==> config.mk <==
export PLATFORM = sky130hd
export DESIGN_NAME = csq_ctrl
export DESIGN_NICKNAME = d
export VERILOG_FILES = /design/src/chi_square_tail_probability_top_assert.svh /design/src/csq_pkg.sv /design/src/csq_ctrl.sv
export SDC_FILE = /design/constraint.sdc
export NUM_CORES = 1
export LEC_CHECK = 0
export ABC_AREA = 1
export BUFFER_PORTS_ARGS = -buffer_cell sky130_fd_sc_hd__buf_2
export CORE_MARGIN = 10
export CORE_UTILIZATION = 54
export CTS_BUF_LIST = sky130_fd_sc_hd__clkbuf_4
export DETAILED_ROUTE_END_ITERATION = 6
export GPL_TIMING_DRIVEN = 0
export HOLD_SLACK_MARGIN = 0.12
export PLACE_DENSITY = 0.85
export SYNTH_ARGS = -nofsm -noshare
export SYNTH_HDL_FRONTEND = slang
export SYNTH_SLANG_ARGS = --single-unit
==> constraint.sdc <==
create_clock -name i_clk -period 1.6 [get_ports i_clk]
set_input_delay 0.32 -clock i_clk [delete_from_list [all_inputs] [get_ports i_clk]]
set_output_delay 0.32 -clock i_clk [all_outputs]
set_load 0.05 [all_outputs]
==> src/chi_square_tail_probability_top_assert.svh <==
// Assertion macros for the chi-square tail probability block.
`ifndef CHI_SQUARE_TAIL_PROBABILITY_TOP_ASSERT_SVH
`define CHI_SQUARE_TAIL_PROBABILITY_TOP_ASSERT_SVH
`ifndef NO_ASSERTIONS
// Same-cycle implication, checked on every rising clock edge out of reset.
`define CSQ_ASSERT_SAME(label, ante, cons) \
    label: assert property (@(posedge i_clk) disable iff (!i_rst_n) (ante) |-> (cons)) \
        else $error("assertion failed");
// Next-cycle implication.
`define CSQ_ASSERT_NEXT(label, ante, cons) \
    label: assert property (@(posedge i_clk) disable iff (!i_rst_n) (ante) |=> (cons)) \
        else $error("assertion failed");
`else
`define CSQ_ASSERT_SAME(label, ante, cons)
`define CSQ_ASSERT_NEXT(label, ante, cons)
`endif
`endif

==> src/csq_pkg.sv <==
package csq_pkg;

    typedef struct packed {
        logic [6:0]  degrees_of_freedom;
        logic [21:0] chi_square;
    } t_in_item;

    typedef struct packed {
        logic [31:0] upper_prob;
        logic [31:0] lower_prob;
    } t_out_item;

    typedef enum logic [4:0] {
        OP_EXP_INIT_F,
        OP_EXP_STEP_F,
        OP_EXP_INIT_1,
        OP_EXP_STEP_1,
        OP_SQM_INIT,
        OP_SQM_MUL,
        OP_SQM_SQR,
        OP_SQRT,
        OP_LEAD_ZE,
        OP_LEAD_PHI,
        OP_NRM_INIT,
        OP_NRM_STEP,
        OP_NRM_FAIL,
        OP_ODD_INIT,
        OP_EVEN_INIT,
        OP_SER_STEP,
        OP_FINISH
    } t_op;

    typedef struct packed {
        logic go;
        t_op  op;
    } t_cmd;

    typedef struct packed {
        logic done;
        logic k_zero;
        logic k_lt_exp;
        logic k_lt_df;
        logic k_lt_nrm;
        logic odd;
        logic nrm_conv;
    } t_status;

    localparam logic [63:0] Q62_ONE      = 64'h4000_0000_0000_0000;
    localparam logic [63:0] Q62_HALF     = 64'h2000_0000_0000_0000;
    localparam logic [63:0] INV_SQRT_2PI = 64'd1839796536686825613;
    localparam logic [63:0] F_ONE        = 64'h0000_0000_0002_0000;
    localparam logic [63:0] RND_HALF     = 64'h0000_0000_4000_0000;
    localparam logic [63:0] SQRT_BIT0    = 64'h4000_0000_0000_0000;
    localparam logic [21:0] X_MAX        = 22'd2621440;
    localparam logic [7:0]  EXP_TERMS    = 8'd20;
    localparam logic [7:0]  EXP_BITS     = 8'd5;
    localparam logic [31:0] Q31_ONE      = 32'h8000_0000;
    localparam logic [5:0]  SH_EXP       = 6'd17;
    localparam logic [5:0]  SH_SER       = 6'd16;
    localparam logic [5:0]  SH_Q62       = 6'd62;
    localparam logic [5:0]  SH_LEAD      = 6'd28;
    localparam logic [4:0]  SQRT_LAST    = 5'd31;
    localparam logic [4:0]  DIV_LAST     = 5'd17;
    localparam logic [1:0]  MUL_LAST     = 2'd3;

endpackage

==> src/csq_ctrl.sv <==
module csq_ctrl (
    input  logic              i_clk,
    input  logic              i_rst_n,
    input  logic              i_in_valid,
    output logic              o_in_ready,
    input  logic              i_out_free,
    input  csq_pkg::t_status  i_status,
    output csq_pkg::t_cmd     o_cmd,
    output logic              o_emit
);

    typedef enum logic [1:0] {S_IDLE, S_RUN, S_EMIT} t_state;

    t_state        r_state;
    csq_pkg::t_op  r_op;
    logic          r_go;
    csq_pkg::t_op  nxt_op;
    logic          nxt_fin;

    // pick the next micro-op once the current one reports done
    always_comb begin
        nxt_op  = r_op;
        nxt_fin = 1'b0;
        case (r_op)
            csq_pkg::OP_EXP_INIT_F: nxt_op = csq_pkg::OP_EXP_STEP_F;
            csq_pkg::OP_EXP_STEP_F: begin
                nxt_op = i_status.k_zero ? csq_pkg::OP_EXP_INIT_1 : csq_pkg::OP_EXP_STEP_F;
            end
            csq_pkg::OP_EXP_INIT_1: nxt_op = csq_pkg::OP_EXP_STEP_1;
            csq_pkg::OP_EXP_STEP_1: begin
                nxt_op = i_status.k_zero ? csq_pkg::OP_SQM_INIT : csq_pkg::OP_EXP_STEP_1;
            end
            csq_pkg::OP_SQM_INIT: nxt_op = csq_pkg::OP_SQM_MUL;
            csq_pkg::OP_SQM_MUL:  nxt_op = csq_pkg::OP_SQM_SQR;
            csq_pkg::OP_SQM_SQR: begin
                if (i_status.k_lt_exp) begin
                    nxt_op = csq_pkg::OP_SQM_MUL;
                end else begin
                    nxt_op = i_status.odd ? csq_pkg::OP_SQRT : csq_pkg::OP_EVEN_INIT;
                end
            end
            csq_pkg::OP_SQRT:     nxt_op = csq_pkg::OP_LEAD_ZE;
            csq_pkg::OP_LEAD_ZE:  nxt_op = csq_pkg::OP_LEAD_PHI;
            csq_pkg::OP_LEAD_PHI: nxt_op = csq_pkg::OP_NRM_INIT;
            csq_pkg::OP_NRM_INIT: nxt_op = csq_pkg::OP_NRM_STEP;
            csq_pkg::OP_NRM_STEP: begin
                if (i_status.nrm_conv) begin
                    nxt_op = csq_pkg::OP_ODD_INIT;
                end else begin
                    nxt_op = i_status.k_lt_nrm ? csq_pkg::OP_NRM_STEP : csq_pkg::OP_NRM_FAIL;
                end
            end
            csq_pkg::OP_NRM_FAIL: nxt_op = csq_pkg::OP_ODD_INIT;
            csq_pkg::OP_ODD_INIT, csq_pkg::OP_EVEN_INIT, csq_pkg::OP_SER_STEP: begin
                nxt_op = i_status.k_lt_df ? csq_pkg::OP_SER_STEP : csq_pkg::OP_FINISH;
            end
            default: nxt_fin = 1'b1;
        endcase
    end

    always_ff @(posedge i_clk) begin
        if (!i_rst_n) begin
            r_state <= S_IDLE;
            r_go    <= 1'b0;
            r_op    <= csq_pkg::OP_EXP_INIT_F;
        end else begin
            r_go <= 1'b0;
            case (r_state)
                S_IDLE: begin
                    if (i_in_valid) begin
                        r_op    <= csq_pkg::OP_EXP_INIT_F;
                        r_go    <= 1'b1;
                        r_state <= S_RUN;
                    end
                end
                S_RUN: begin
                    if (i_status.done) begin
                        if (nxt_fin) begin
                            r_state <= S_EMIT;
                        end else begin
                            r_op <= nxt_op;
                            r_go <= 1'b1;
                        end
                    end
                end
                S_EMIT: begin
                    if (i_out_free) begin
                        r_state <= S_IDLE;
                    end
                end
                default: begin
                    r_state <= S_IDLE;
                end
            endcase
        end
    end

    assign o_in_ready = (r_state == S_IDLE);
    assign o_emit     = (r_state == S_EMIT) && i_out_free;
    assign o_cmd.go   = r_go;
    assign o_cmd.op   = r_op;

endmodule
; Word level (Yosys, flattened, before mapping)
; Cells that the tools add are included.
[totals]
regBits = 8
inputBits = 11
output_inout_bits = 8
word_cells = 55
[op_classes]
eq_ne = 23
mux = 21
n_reduce_logical = 8
[op_table]
columns = cell, count
row1 = 5-bit one-hot mux with 14 select lines, 1
row2 = "5-bit by 4-bit equality test with 1-bit output, second input constant", 8
row3 = "5-bit by 3-bit equality test with 1-bit output, second input constant", 4
row4 = 5-bit two-way mux, 4
row5 = 16-bit OR reduction, 1
row6 = "15-bit by 1-bit inequality test with 1-bit output, second input constant", 1
row7 = "5-bit by 2-bit equality test with 1-bit output, second input constant", 2
row8 = 2-bit two-way mux, 5
row9 = "2-bit inequality test, second input constant", 5
row10 = 5-bit one-hot mux with 2 select lines, 1
row11 = 3-bit two-way mux, 3
row12 = 4-bit two-way mux, 2
row13 = 2-bit one-hot mux with 3 select lines, 1
row14 = "5-bit by 1-bit equality test with 1-bit output, second input constant", 1
row15 = 5-bit logical NOT, 1
row16 = 5-bit AND reduction, 1
row17 = 4-bit AND reduction, 1
row18 = 1-bit two-way mux, 3
row19 = 3-bit OR reduction, 1
row20 = "2-bit by 1-bit equality test with 1-bit output, second input constant", 1
row21 = "2-bit equality test, second input constant", 1
row22 = 2-bit logical NOT, 1
row23 = 1-bit one-hot mux with 2 select lines, 1
row24 = 2-bit nonzero test, 1
row25 = 1-bit logical AND, 1

; Depth between registers and ports, before layout
[depth]
word_depth = 6
depth_mapped = 10
ltp_nobuf = 10

; Least setup slack after synthesis
; No wires, ideal clock.
[synth_path]
path_kind = register -> output
startpoint = reg r_state[1]
endpoint = out o_emit
t_arrival_ps = 1586
required_ps = 1280
path_slack_ps = -306
path_stages_with_launch = 3
n_path_buf = 0
path_cell_list = dfxtp_1 inv_2 nor3_1
[synth_via]
elab_chain_cells = 2
[synth_lines]
columns = item, line
row1 = from (decl), csq_ctrl.sv:14  ; t_state r_state;
row2 = from (signal assigned), csq_ctrl.sv:63  ; r_state <= S_IDLE;
row3 = from (signal assigned), csq_ctrl.sv:73  ; r_state <= S_RUN;
row4 = from (signal assigned), csq_ctrl.sv:79  ; r_state <= S_EMIT;
row5 = 2-bit equality test, csq_ctrl.sv:99  ; assign o_emit = (r_state == S_EMIT) && i_out_free;
row6 = 1-bit logical AND, csq_ctrl.sv:99
row7 = to (decl), csq_ctrl.sv:9  ; output logic o_emit
; Every way passes these cells.

; Worst setup path after layout
[layout_path]
startpoint = reg r_op[0]
endpoint = reg r_op[0]
[layout_via]
elab_chain_cells = 6
word_cells_on_any_way = 25
classes_between = eq/ne: 17 / mux: 4 / reduce/logical: 4
[layout_lines]
columns = item, line
row1 = from (decl), csq_ctrl.sv:15  ; csq_pkg::t_op r_op;
row2 = from (signal assigned), csq_ctrl.sv:65  ; r_op <= csq_pkg::OP_EXP_INIT_F;
row3 = from (signal assigned), csq_ctrl.sv:71  ; r_op <= csq_pkg::OP_EXP_INIT_F;
row4 = from (signal assigned), csq_ctrl.sv:81  ; r_op <= nxt_op;
row5 = 5-bit by 4-bit equality test with 1-bit output, csq_ctrl.sv:24  ; case (r_op)
row6 = 3-bit OR reduction, csq_ctrl.sv:24
row7 = 5-bit one-hot mux with 14 select lines, csq_ctrl.sv:24
row8 = 5-bit two-way mux, csq_ctrl.sv:78  ; if (nxt_fin) begin
row9 = 5-bit two-way mux, csq_ctrl.sv:77  ; if (i_status.done) begin
row10 = 5-bit one-hot mux with 2 select lines, csq_ctrl.sv:68  ; case (r_state)
; Several ways; a longest one is shown, not always the timed one. The select of a mux whose other input is x is not followed.
; A chain may end at the register's enable or synchronous reset.

==> metrics.yaml <==
global_route:
  first_global_vias: 776
  grtUsageTotal_pct: 12.0
  grt_overflow: 0
  grt_max_degree: 10
  grt_pass1_wl_um: 3300
  antenna_found_initial: 0
routing:
  ant_nets: 0
  vias_per_cell: 5.24
  wire_per_inst_um: 11.8
  drcViolationCount: 0
  vias: 880
  dr.pass1.iters: 4
  wl_um: 1990
  drtIter0Drc: 48
timing:
  rsz0062_at_grt: "no"
  finalCriticalPeriod_ps: 1420
  fin_setup_tns_ps: 0
  fin_ws_ps: 182
  timing_hold_violations_final: 0
  finalSetupViolCount: 0
  finalClockSkew_ps: 2.33
  hold_ws_ps: 323
  drv_slew: 0
  final.period_utilization_pct: 88.6
  maxSlewHeadroom_pct: 80.3
  tightest_slew_ps: 295
  fmax_mhz: 705
run_status:
  outcome: "complete, no violations"
power:
  ir_worst_vdd_v: 0.000639
  p_leak_nw: 0.526
  finalPower_mw: 0.597
  power_density_nw_per_um2: 681
synth:
  yosysTopAreaCell: "dfxtp_1"
  synth_top_family_by_area: "simple AND/OR/NAND/NOR gates"
  synth_area_um2: 736
  synth_cells: 132
  ys_ff_latch: 8
  synthAdderAreaFrac_pct: 0
  seq_area_frac_synth_pct: 21.8
  synth.distinct_cells: 20
  synth_xor_area_share_pct: 0
  synth_top_area_share_pct: 21.8
  synth_area_leaders: "dfxtp_1 22%, nand2_1 21%, nand3_1 12%"
  synth_compound_area_share_pct: 8.50
  synth_nets: 143
  yosys_warnings: 0
  avgSynthCellArea_um2: 5.57
  muxShareOfSynthArea_pct: 0
  synth-simple-area-share_pct: 53.7
cts:
  cts_setup_buffers: 0
  h-tree-depth: 1
  cts_hold_buf: 0
  numCtsBuffers: 3
  clk_latency_ps: 250
  clk_pin_slew_worst_paths_ps: 60
  clock-sinks: 8
  clockBufferDepth: 2
  cts_resized: 0
  cts_tree: "built"
  cts_root_buffer: "clkbuf_4"
worst_setup_path:
  crit_type: "reg -> reg"
  r2r_cells: 9
  cp-end-kind: "flip-flop"
  critPathArrivalTime_ps: 1570
  startpoint_type: "flip-flop"
  crit_fanout: 7
  worstPathRequired_ps: 1750
  ff2ff_setup_slack_ps: 180
  rr_startpoint: "r_op[0]"
  crit-reg2reg-capture: "r_op[0]"
hold_path:
  worstHoldStart: "i_rst_n"
  holdPathStages: 3
  worstHoldPathType: "in -> reg"
  holdPathEnd: "r_op[4]"
placement:
  placed_cells: 165
  placed_area_um2: 850
  dp_slack_ps: 220
  hpwlAfterDp_um: 1600
  routabilityCongestion: 0.910
  portBuffers: 18
finish:
  final_core_util_pct: 68.2
  syn_to_final_growth_pct: 19.0
  num-nets-final: 166
  stdcell_area_um2: 876
  layout_commonest_cell: "nand2_1"
  final_cell_mix: "42 x nand2_1, 19 x inv_1, 18 x buf_2"
  drive_gt1_share_pct: 26.8
  final_cells: 168
  diodes: 0
flow_run:
  max-cap-violations: 0
floorplanning:
  die_area_um2: 3240
  initial_core_util_pct: 57.3
  fp-row-count: 13
  pin_count: 19
  core_um2: 1280
  die_y_um: 56.9
  die_w_um: 56.9
-- logic make-up after synthesis --
group	Yosys count
flops	8
compound gates	9
buf+inv	28
simple gates	87
-- metal layers --
layer | GRT usage, % | part of all wire, % | wire length (um) | vias to the layer above
met5 | 0 | 0 | 0 | -
met4 | 4.03 | 1.0 | 20 | 0
met3 | 3.82 | 11 | 210 | 2
met2 | 18.9 | 45 | 901 | 46
met1 | 14.8 | 43 | 854 | 382
li1 | - | - | - | 450
-- sequential cells by signal, summed over array words and instances, names as in the netlist --
name and flops:
r_go 1, r_op 5, r_state 2
-- layout make-up --
| type | instances | area [um2] |
|---|---|---|
| Buffer | 3 | 23.8 |
| Clock buffer | 3 | 22.5 |
| Fill cell | 128 | 409 |
| Inverter | 25 | 93.8 |
| Multi-Input combinational cell | 96 | 463 |
| Sequential cell | 8 | 161 |
| Tap cell | 15 | 18.8 |
| Timing Repair Buffer | 18 | 92.6 |
-- power by group --
part           internal [mW]  switching [mW]  leakage [nW]
Clock                 0.0860          0.0714        0.0138
Sequential             0.213          0.0135        0.0657
Combinational         0.0647           0.148         0.446
-- how the worst max path moves through the flow --
| stage | slack [ps] | cells after the start | to | start |
|---|---|---|---|---|
| 2_1_floorplan | 30 | 10 | r_op[0] | r_op[1] |
| 3_3_place_gp | 220 | 9 | r_op[0] | r_op[0] |
| 3_5_place_dp | 220 | 9 | r_op[0] | r_op[0] |
| 4_1_cts | 50 | 3 | o_emit | r_state[1] |
| 5_1_grt | 80 | 9 | r_op[0] | r_op[0] |
| 6_report | 180 | 9 | r_op[0] | r_op[0] |
-- critical path: stages, from the launching register on --
cell and delay [ps]:
dfxtp_1 470, inv_1 120, nor2_1 190, nand3_1 120, nand2_1 80, nor2_1 50, nand2_1 80, nand3_1 80
nand3_1 70, nand2_1 50
-- Yosys cell counts --
cell and instances:
a21oi_1 4, a31oi_1 1, a31oi_4 1, and3_1 1, buf_2 1, buf_4 1, buf_6 1, dfxtp_1 8
inv_1 19, inv_2 6, nand2_1 42, nand2_2 2, nand3_1 17, nand4_1 2, nor2_1 16, nor2_2 4
nor2_4 1, nor2_8 1, nor3_1 1, o21ai_0 3
Power figures use the tool's default switching activity.
